$ cat src/sv/keyword_substitution_cipher_core_assert.svh
// Assertion macros for the keyword substitution cipher core
`ifndef KEYWORD_SUBSTITUTION_CIPHER_CORE_ASSERT_SVH
`define KEYWORD_SUBSTITUTION_CIPHER_CORE_ASSERT_SVH

`ifndef NO_ASSERTIONS
// same-cycle implication, sampled on clk, off during reset
`define KSC_ASSERT_IMPL(lbl, ante, cons) \
  lbl: assert property (@(posedge clk) disable iff (!rst_n) (ante) |-> (cons)) \
    else $error("keyword cipher check failed");
// next-cycle implication
`define KSC_ASSERT_NEXT(lbl, ante, cons) \
  lbl: assert property (@(posedge clk) disable iff (!rst_n) (ante) |=> (cons)) \
    else $error("keyword cipher check failed");
`else
`define KSC_ASSERT_IMPL(lbl, ante, cons)
`define KSC_ASSERT_NEXT(lbl, ante, cons)
`endif

`endif

$ cat src/sv/ksc_pkg.sv
// Shared constants and controller/datapath interface types for the cipher core
package ksc_pkg;

  localparam int ALPHABET_SIZE_DEF = 26;

  localparam logic [7:0] LETTER_A = 8'h61;

  localparam logic [1:0] FUNC_CLEAR = 2'd0;
  localparam logic [1:0] FUNC_KEY   = 2'd1;
  localparam logic [1:0] FUNC_PLAIN = 2'd2;

  typedef struct packed {
    logic capture;      // latch the incoming byte
    logic clear;        // start a new keyword
    logic kw_load;      // offer a keyword byte
    logic build_start;  // set up the table walk
    logic build_step;   // one letter of the walk
    logic rd_en;        // read both stores
    logic rd_from_reg;  // address from latched byte, not the input
    logic out_load;     // load the result register
  } ksc_cmd_t;

  typedef struct packed {
    logic tbl_ready;
    logic walk_last;
  } ksc_sts_t;

endpackage

$ cat src/sv/keyword_substitution_cipher_core.sv
// Plaintext item: the stores are read into registers, then the result register is loaded.
// After a keyword change the first plaintext item first walks the table (one letter
// per cycle) and then re-reads the stores with the latched byte as address.
// Clear and keyword items give no result.
// A new item is accepted only after the result of a plaintext item has been loaded.
// Synchronous active-low reset empties the keyword and marks the table stale.
module keyword_substitution_cipher_core #(
  parameter int ALPHABET_SIZE = ksc_pkg::ALPHABET_SIZE_DEF
) (
  input  logic       clk,
  input  logic       rst_n,
  input  logic       in_valid,
  output logic       in_ready,
  input  logic [1:0] in_func,
  input  logic [7:0] in_data_char,
  output logic       out_valid,
  input  logic       out_ready,
  output logic [7:0] out_cipher_char
);
  import ksc_pkg::*;

  `include "keyword_substitution_cipher_core_assert.svh"

  ksc_cmd_t cmd;
  ksc_sts_t sts;

  ksc_ctrl u_ctrl (
    .clk       (clk),
    .rst_n     (rst_n),
    .in_valid  (in_valid),
    .in_func   (in_func),
    .in_ready  (in_ready),
    .out_valid (out_valid),
    .out_ready (out_ready),
    .sts       (sts),
    .cmd       (cmd)
  );

  ksc_dpath #(
    .ALPHABET_SIZE (ALPHABET_SIZE)
  ) u_dpath (
    .clk             (clk),
    .rst_n           (rst_n),
    .in_data_char    (in_data_char),
    .cmd             (cmd),
    .sts             (sts),
    .out_cipher_char (out_cipher_char)
  );

  `KSC_ASSERT_NEXT(a_busy_after_plain, in_valid && in_ready && in_func == FUNC_PLAIN, !in_ready)
  `KSC_ASSERT_NEXT(a_no_result_other, in_valid && in_ready && in_func != FUNC_PLAIN && !out_valid, !out_valid)
  `KSC_ASSERT_IMPL(a_read_needs_table, cmd.rd_en, sts.tbl_ready)

endmodule

$ cat src/sv/ksc_ctrl.sv
// Sequencing state machine of the cipher core
module ksc_ctrl (
  input  logic              clk,
  input  logic              rst_n,
  input  logic              in_valid,
  input  logic [1:0]        in_func,
  output logic              in_ready,
  output logic              out_valid,
  input  logic              out_ready,
  input  ksc_pkg::ksc_sts_t sts,
  output ksc_pkg::ksc_cmd_t cmd
);
  import ksc_pkg::*;

  localparam logic [1:0] ST_IDLE  = 2'd0;
  localparam logic [1:0] ST_BUILD = 2'd1;
  localparam logic [1:0] ST_READ  = 2'd2;
  localparam logic [1:0] ST_FIN   = 2'd3;

  logic [1:0] state_r, state_nxt;
  logic       out_valid_r, out_valid_nxt;
  logic       accept;

  assign in_ready  = (state_r == ST_IDLE);
  assign out_valid = out_valid_r;
  assign accept    = in_valid && in_ready;

  always_comb begin
    cmd           = '0;
    state_nxt     = state_r;
    out_valid_nxt = out_valid_r && !out_ready;
    unique case (state_r)
      ST_IDLE: begin
        if (accept) begin
          cmd.capture = 1'b1;
          unique case (in_func)
            FUNC_CLEAR: cmd.clear = 1'b1;
            FUNC_KEY:   cmd.kw_load = 1'b1;
            FUNC_PLAIN: begin
              if (sts.tbl_ready) begin
                cmd.rd_en = 1'b1;
                state_nxt = ST_FIN;
              end else begin
                cmd.build_start = 1'b1;
                state_nxt       = ST_BUILD;
              end
            end
            default: ;
          endcase
        end
      end
      ST_BUILD: begin
        cmd.build_step = 1'b1;
        if (sts.walk_last) state_nxt = ST_READ;
      end
      ST_READ: begin
        cmd.rd_en       = 1'b1;
        cmd.rd_from_reg = 1'b1;
        state_nxt       = ST_FIN;
      end
      ST_FIN: begin
        if (!out_valid_r || out_ready) begin
          cmd.out_load  = 1'b1;
          out_valid_nxt = 1'b1;
          state_nxt     = ST_IDLE;
        end
      end
      default: state_nxt = ST_IDLE;
    endcase
  end

  always_ff @(posedge clk) begin
    if (!rst_n) begin
      state_r     <= ST_IDLE;
      out_valid_r <= 1'b0;
    end else begin
      state_r     <= state_nxt;
      out_valid_r <= out_valid_nxt;
    end
  end

endmodule

$ cat src/sv/ksc_dpath.sv
// Keyword stores, table walk and lookup datapath of the cipher core
module ksc_dpath #(
  parameter int ALPHABET_SIZE = ksc_pkg::ALPHABET_SIZE_DEF
) (
  input  logic              clk,
  input  logic              rst_n,
  input  logic [7:0]        in_data_char,
  input  ksc_pkg::ksc_cmd_t cmd,
  output ksc_pkg::ksc_sts_t sts,
  output logic [7:0]        out_cipher_char
);
  import ksc_pkg::*;

  localparam int IW = (ALPHABET_SIZE > 2) ? $clog2(ALPHABET_SIZE) : 1;
  localparam int CW = $clog2(ALPHABET_SIZE + 1);
  localparam logic [7:0]    N8   = 8'(ALPHABET_SIZE);
  localparam logic [CW-1:0] NCNT = CW'(ALPHABET_SIZE);
  localparam logic [IW-1:0] LAST = IW'(ALPHABET_SIZE - 1);

  logic [ALPHABET_SIZE-1:0] used_r;
  logic [CW-1:0]            count_r;
  logic                     ready_r;
  logic [7:0]               char_r;
  logic [IW-1:0]            walk_r;   // letter under test, counts down
  logic [CW-1:0]            pos_r;    // next table position to fill
  logic [IW-1:0]            kw_mem  [ALPHABET_SIZE];
  logic [IW-1:0]            tbl_mem [ALPHABET_SIZE];
  logic [IW-1:0]            kw_rd_r, tbl_rd_r;
  logic [7:0]               out_r;

  logic [7:0]    in_diff, reg_diff, rd_diff;
  logic          in_letter, reg_letter;
  logic [IW-1:0] in_idx, rd_idx, reg_idx;
  logic          kw_keep, walk_write;
  logic [IW-1:0] sel_letter;

  assign in_diff    = in_data_char - LETTER_A;
  assign in_letter  = (in_data_char >= LETTER_A) && (in_diff < N8);
  assign in_idx     = in_diff[IW-1:0];
  assign reg_diff   = char_r - LETTER_A;
  assign reg_letter = (char_r >= LETTER_A) && (reg_diff < N8);
  assign reg_idx    = reg_diff[IW-1:0];
  assign rd_diff    = cmd.rd_from_reg ? reg_diff : in_diff;
  assign rd_idx     = rd_diff[IW-1:0];

  assign kw_keep    = cmd.kw_load && in_letter && !used_r[in_idx] && (count_r < NCNT);
  assign walk_write = cmd.build_step && !used_r[walk_r];

  assign sts.tbl_ready = ready_r;
  assign sts.walk_last = (walk_r == '0);

  always_ff @(posedge clk) begin
    if (!rst_n) begin
      used_r  <= '0;
      count_r <= '0;
      ready_r <= 1'b0;
    end else begin
      if (cmd.clear) begin
        used_r  <= '0;
        count_r <= '0;
        ready_r <= 1'b0;
      end else if (kw_keep) begin
        used_r[in_idx] <= 1'b1;
        count_r        <= count_r + 1'b1;
        ready_r        <= 1'b0;
      end else if (cmd.build_step && walk_r == '0) begin
        ready_r <= 1'b1;
      end
    end
  end

  // byte latch, walk counters, kept letters, the descending remainder of the table, store reads and result
  always_ff @(posedge clk) begin
    if (cmd.capture) char_r <= in_data_char;
    if (cmd.build_start) begin
      walk_r <= LAST;
      pos_r  <= count_r;
    end else if (cmd.build_step) begin
      walk_r <= walk_r - 1'b1;
      if (walk_write) pos_r <= pos_r + 1'b1;
    end
    if (kw_keep) kw_mem[count_r[IW-1:0]] <= in_idx;
    if (walk_write) tbl_mem[pos_r[IW-1:0]] <= walk_r;
    if (cmd.rd_en) begin
      kw_rd_r  <= kw_mem[rd_idx];
      tbl_rd_r <= tbl_mem[rd_idx];
    end
    if (cmd.out_load) out_r <= reg_letter ? (LETTER_A + 8'(sel_letter)) : char_r;
  end

  // positions below the keyword length come straight from the keyword store
  assign sel_letter = (CW'(reg_idx) < count_r) ? kw_rd_r : tbl_rd_r;

  assign out_cipher_char = out_r;

endmodule
$ cat config.mk
export PLATFORM = sky130hd
export DESIGN_NAME = keyword_substitution_cipher_core
export DESIGN_NICKNAME = d
export VERILOG_FILES = /design/src/sv/ksc_pkg.sv /design/src/sv/keyword_substitution_cipher_core.sv /design/src/sv/ksc_ctrl.sv /design/src/sv/ksc_dpath.sv
export VERILOG_INCLUDE_DIRS = /design/src /design/src/sv
export SDC_FILE = /design/constraint.sdc
export NUM_CORES = 1
export LEC_CHECK = 0
export ABC_AREA = 1
export BUFFER_PORTS_ARGS = -buffer_cell sky130_fd_sc_hd__buf_4
export CORE_ASPECT_RATIO = 1.25
export CORE_MARGIN = 1
export CORE_UTILIZATION = 55
export CTS_BUF_LIST = sky130_fd_sc_hd__clkbuf_4 sky130_fd_sc_hd__clkbuf_8 sky130_fd_sc_hd__clkbuf_16
export DETAILED_ROUTE_END_ITERATION = 7
export GPL_ROUTABILITY_DRIVEN = 0
export PLACE_DENSITY = 0.78
export SLEW_MARGIN = 20
export SYNTH_ARGS = -nofsm -noshare
export SYNTH_HDL_FRONTEND = slang
export SYNTH_SLANG_ARGS = --single-unit
$ cat constraint.sdc
create_clock -name clk -period 7.5 [get_ports clk]
set_input_delay 0.75 -clock clk [delete_from_list [all_inputs] [get_ports clk]]
set_output_delay 0.75 -clock clk [all_outputs]
set_load 0.01 [all_outputs]
### Word level (Yosys, flattened, before mapping)

Memories as Yosys holds them, arrays and structs flattened. A register that Yosys moved wholly into a read port is not among the register bits.
Cells that the tools add are included.

* equality and inequality tests: 9
* multiplexer cells: 38
* add/sub/neg operators: 6
* bitwise gates (word level): 2
* $lt $le $gt $ge: 9
* reductions and logical operators: 24

Operators with widths (count)
* $or 26x26->26: 1
* $mux 5: 5
* $mux 1: 20
* $ge 8x7->1 const B: 2
* $lt 8x5->1 const B: 2
* $sub 8x7->8 const B: 2
* $lt 5x6->1 const B: 2
* $add 5x1->5 const B: 2
* $bmux 1 s5: 2
* $logic_and 1x1->1: 10
* $mux 2: 5
* $add 7x5->8 const A: 1
* $mux 4: 2
* $mux 8: 1
* $pmux 2 s4: 1
* $eq 2x2->1 const B: 3
* $ne 2x2->1 const B: 3
* $demux 1 s5: 1
* $ge 5x1->1 const B: 1
* $logic_not 5->1: 1
* $lt 5x5->1: 1
* $lt 5x5->1 const B: 1
* $sub 5x1->5 const B: 1
* $eq 2x1->1 const B: 2
* other kinds (11): 16

* output and inout port bits: 10
* register bits: 61
* logic and storage cells: 99
* memories kept: 2
* input port bits: 14
* memory bits (writable): 260

Memories
* u_dpath.kw_mem: words 26, bits a word 5, rd ports 1, clocked after memory_dff 1, write ports 1, line ksc_dpath.sv:26 `logic [IW-1:0] kw_mem [ALPHABET_SIZE];`
* u_dpath.tbl_mem: words 26, bits a word 5, rd ports 1, clocked after memory_dff 1, write ports 1, line ksc_dpath.sv:27 `logic [IW-1:0] tbl_mem [ALPHABET_SIZE];`

### Longest topological paths before layout

* depth in word-level cells: 9
* depth in mapped cells: 17
* mapped depth without buffers: 17

### By module

Synthesis repeated with hierarchy kept, for this count alone.

* cell total of the unflattened synthesis: 1511
* area, all modules: 15094.5 um^2

By module, submodules not included
* ksc_dpath: area an instance 14794.2 um^2, instances 1, cells each 1462, seq. area each 9479.1 um^2
* ksc_ctrl: area an instance 300.3 um^2, instances 1, cells each 49, seq. area each 60.1 um^2

### Least setup slack after synthesis

OpenSTA, ideal clock, no wires.

* path type: input port to flip-flop
* start point: in in_data_char[0]
* end point: mem u_dpath.kw_mem[24][0] (netlist name), enable pin
* stages: 15
* path slack: 4.028 ns
* buffers on the path: 3
* arrival time: 3.132 ns
* cell sequence: inv_2 buf_2 buf_4 ha_1 buf_2 nand3_1 nand2_1 nor2_1 nand2_1 nand2_1 nor2_4 nand2_2 inv_2 nand2_2 nor2_1

* cells in the longest elaborated chain, start to end: 8
* elaborated cells on any way between the ends: 12
* those cells by class: 1 x add/sub; 2 x order compare; 4 x mux; 5 x reduce/logical

Ends and longest elaborated chain
* start: declaration: line keyword_substitution_cipher_core.sv:15 `input logic [7:0] in_data_char,`
* $sub 8x7->8 (*): line ksc_dpath.sv:37 `assign in_diff = in_data_char - LETTER_A;`
* named net u_dpath.in_diff[0]: line ksc_dpath.sv:31 `logic [7:0] in_diff, reg_diff, rd_diff;`
* $lt 8x5->1 or $bmux 1 s5 (tied branches): line ksc_dpath.sv:38, ksc_dpath.sv:46
* $logic_and 1x1->1 or $mux 1 (tied branches): line ksc_dpath.sv:38, ksc_dpath.sv:46
* $logic_and 1x1->1 or $logic_not 1->1 (tied branches): line ksc_dpath.sv:46 `assign kw_keep = cmd.kw_load && in_letter && !used_r[in_idx] && (count_r < NCNT);`
* $logic_and 1x1->1 (*) (2 in a row): line ksc_dpath.sv:46
* $mux 1 (*): line ksc_dpath.sv:82 `if (kw_keep) kw_mem[count_r[IW-1:0]] <= in_idx;`
* $mux 1 (not written as such) (*): line ksc_dpath.sv:82
* end: declaration: line ksc_dpath.sv:26

The timed path passes the listed nets; every way through them passes the cells marked *. The select of a mux whose other input is x is not followed.

### Final worst setup path

* start point: in in_data_char[0]
* end point: mem u_dpath.kw_mem[8][3] (netlist name), enable pin

The elaborated chain is that of the path after synthesis.

==> impl_results.md <==
- Status: complete, no violations
- Final Setup Violations: 0
- Reg-to-reg endpoint: u_dpath.tbl_rd_r[1]$_DFFE_PP_
- Vias/cell: 5.92
- CP bufs+invs: 3
- Largest net degree at the start of global routing: 109
- Setup TNS: 0 ns
- Via count: between 10000 and 15000
- Hold_ws: 0.396 ns
- Sequential cell area fraction in the yosys report: 63.6%
- Clock sink count: 331
- Cts bufs inserted: 29
- Mapped Nets: 1544
- Worst Skew: 0.0264 ns
- Crit path arrival time: 4.81 ns
- Core box area: 0.0268 sq mm
- Max_slew headroom: 26.4%
- Drt initial violations: roughly 1100
- Starting density of the core: 55.9%
- R2r setup slk: 3.86 ns
- CP max FO: between 40 and 50
- Pwr dens: 317 mW/mm^2
- Yosys Warn Count: 0
- Fin. Hold Viols: 0
- Power after layout: 5.19 mW
- Root buffer cell: clkbuf_16
- Min Tclk post-route: 4.60 ns
- Num rows: 67
- Worst-margin pin slew: 1.10 ns
- Startpoint type of the worst setup path: primary input
- Worst R2R Path Depth: 13
- Most used cell, CP: nand2_2
- Initial antenna violation count: 0
- Netlist cell types: 33
- Die Span Y: between 150 and 200 um
- Levels on crit path: 13
- Die area: between 0.02 and 0.03 sq mm
- Die Span X: 150 um
- Worst setup path end: u_dpath.kw_mem[8][3]$_DFFE_PP_
- Buffers added on ports: 23
- R2r startpoint: u_ctrl.state_r[0]$_SDFFE_PN0P_
- Post-CTS sizing: 0
- Nets: 1537
- First-pass DRT Iterations: 6
- RSZ-0062 raised after global routing: false
- Critical Path RT: 7.71 ns
- # diodes: 0
- Worst Setup SP: in_data_char[0]
- Max-Cap Viols: 0
- Htree depth: 1
- Syn_area_per_cell: 9.96 sq um
- Synth Register Bits: between 300 and 400
- DP HPWL: 21.9 mm
- Peak supply drop: 0.271 mV
- Final period util: 61.4%
- Area Overhead vs Synth: 9.03%
- Area of the multi-input gates: 0.00479 sq mm
- Later-pin clock latency in the skew report: 0.56 ns
- Routed len/inst: 18.6 um
- Clock Path Buffers: 3
- DRC errors left: 0
- Cts hold-fix bufs: 0
- Worst Hold Class: in -> reg
- Share of layout cells above drive strength 1: 7.59%
- Vias in the first global route: approximately 11000
- Register area: 0.00954 sq mm
- Leak: 5.85 nW
- CP delay by family, top: simple AND/OR/NAND/NOR gates
- DRT Wirelength: about 35 mm
- Remaining global-route overflow: 0
- Post-CTS Setup Repair Bufs: 0
- Fillers: 2124
- Mapped Area: ~0.015 sq mm
- Max Fclk: between 200 and 250 MHz
- CTS clk-pin slew, worst paths: 0.06 ns
- Critical path's slowest cell: inv_2
- WS Path Type: in -> reg
- Mapped Cells: 1506
- Crit end category: register
- All-Layer GR Usage: between 20% and 30%
- CP Cell Sequence: buf_4 > inv_2 > ha_1 > nand3_1 > nand2_2 > nor2_1 > nand2_1 > nand2_1 > nor2_4 > nand2_2 > inv_2 > nand2_2 > nor2_1
- Post-route ant nets: 0
- Fin. max-slew vios: 0
- CTS tree: yes
- First-pass GRT wire length: 54.7 mm
- CP max stage delay: 0.69 ns
- Number of I/O pins: 24
==> stage by stage <==
stage,utilization (%),instance area [sq um],worst slack (ns),std cells
5_1_grt,61.0,16400,2.55,1860
6_report,61.0,16400,2.90,1860
2_1_floorplan,-,15000,4.03,1506
3_3_place_gp,57.5,15400,2.18,1812
3_5_place_dp,57.5,15400,2.01,1812
4_1_cts,60.9,16300,2.59,1859
==> placed cells by master, fill, tap and decap left out, drive strengths merged, types with 13 or more instances in the layout <==
cell | Yosys | final
edfxtp | 291 | 291
nor2 | 280 | 280
nand2 | 251 | 251
o21ai | 150 | 150
nand3 | 137 | 137
inv | 106 | 106
a21oi | 55 | 55
o211ai | 44 | 44
dfxtp | 40 | 40
buf | 32 | 37
clkbuf | 43 | 34
ha | 24 | 24
or2 | 13 | 13
==> how the worst min path moves through the flow <==
stage / startpoint / to / cells past startpoint
floorplan: u_dpath.used_r[0]$_SDFFE_PP0P_ / u_dpath.used_r[0]$_SDFFE_PP0P_ / 2
CTS: in_data_char[6] / u_dpath.char_r[6]$_DFFE_PP_ / 1
finish: in_data_char[7] / u_dpath.char_r[7]$_DFFE_PP_ / 1
global placement: u_dpath.used_r[16]$_SDFFE_PP0P_ / u_dpath.used_r[16]$_SDFFE_PP0P_ / 2
global route: in_data_char[7] / u_dpath.char_r[7]$_DFFE_PP_ / 1
detailed placement: u_dpath.used_r[16]$_SDFFE_PP0P_ / u_dpath.used_r[16]$_SDFFE_PP0P_ / 2
==> metal layers <==
layer | GRT usage (%) | vias up | share of wire (%)
li1 | - | 5155 | -
met1 | 32.6 | 5220 | 39
met2 | 42.6 | 545 | 51
met3 | 3.23 | 86 | 7.7
met4 | 10.6 | 0 | 3.1
met5 | 0 | - | 0
==> power by group <==
part | internal [mW] | switching, mW | total [mW]
clock | 0.821 | 0.622 | 1.44
combinational | 0.409 | 1.08 | 1.49
sequential | 2.20 | 0.0620 | 2.26
==> synthesized netlist by cell type <==
master	number	area share [%]
edfxtp_1	291	58
nor2_1	278	7.0
nand2_1	244	6.1
o21ai_0	142	4.7
nand3_1	137	4.6
inv_1	100	2.5
a21oi_1	55	1.8
o211ai_1	44	2.2
clkbuf_1	43	1.1
dfxtp_1	40	5.3
buf_2	30	1.0
ha_1	24	2.0
or2_2	13	0.54
nor3_1	8	0.27
nand2_2	7	0.29
nand4_1	7	0.29
xor2_1	7	0.41
inv_2	6	0.15
o21ai_1	6	0.20
a31oi_1	5	0.21
nand3b_1	5	0.25
buf_4	2	0.10
o21ai_2	2	0.12
a21boi_0	1	0.050
clkinv_1	1	0.025
nor2_2	1	0.042
nor2_4	1	0.075
o2111ai_1	1	0.058
o21a_1	1	0.050
o21bai_1	1	0.050
o22ai_1	1	0.042
o31ai_1	1	0.050
xnor2_4	1	0.18
==> layout make-up <==
class	instances	share of cell area (%)
well taps	345	2.64
clock buffers	34	4.67
inverters	107	2.45
repair buffers	37	1.82
flip-flops and latches	331	58.3
clock inverters	13	0.849
multi-input cells	993	29.3
==> flip-flops by register name (all words and copies together), names as in the netlist <==
signal	flops
u_dpath.tbl_mem	130
u_ctrl.state_r	2
u_dpath.kw_mem	130
u_dpath.char_r	8
u_dpath.kw_rd_r	5
u_dpath.used_r	26
u_dpath.out_cipher_char	8
u_dpath.walk_r	5
u_ctrl.out_valid	1
u_dpath.count_r	5
u_dpath.ready_r	1
u_dpath.tbl_rd_r	5
u_dpath.pos_r	5
==> worst register-to-register path: cells and delay by family, from the launching register on <==
family / cells / cell delay, ns
AOI/OAI and AO/OA: 4 / 0.58
adders and majority gates: 1 / 0.60
buffers and inverters: 3 / 1.29
DFF: 1 / 0.34
and+or+nand+nor: 5 / 0.59
==> cell families (layout without fill, tap and decap cells) <==
group	Yosys count	after routing	synth area share, %
adder cells (fa/ha/maj)	24	24	2.00
AND/OR/NAND/NOR	701	701	19.4
buffers and inverters	182	191	4.85
flip-flops	331	331	63.6
AO/OA/AOI/OAI	260	260	9.60
XOR/XNOR	8	8	0.592
Power figures use the tool's default switching activity.
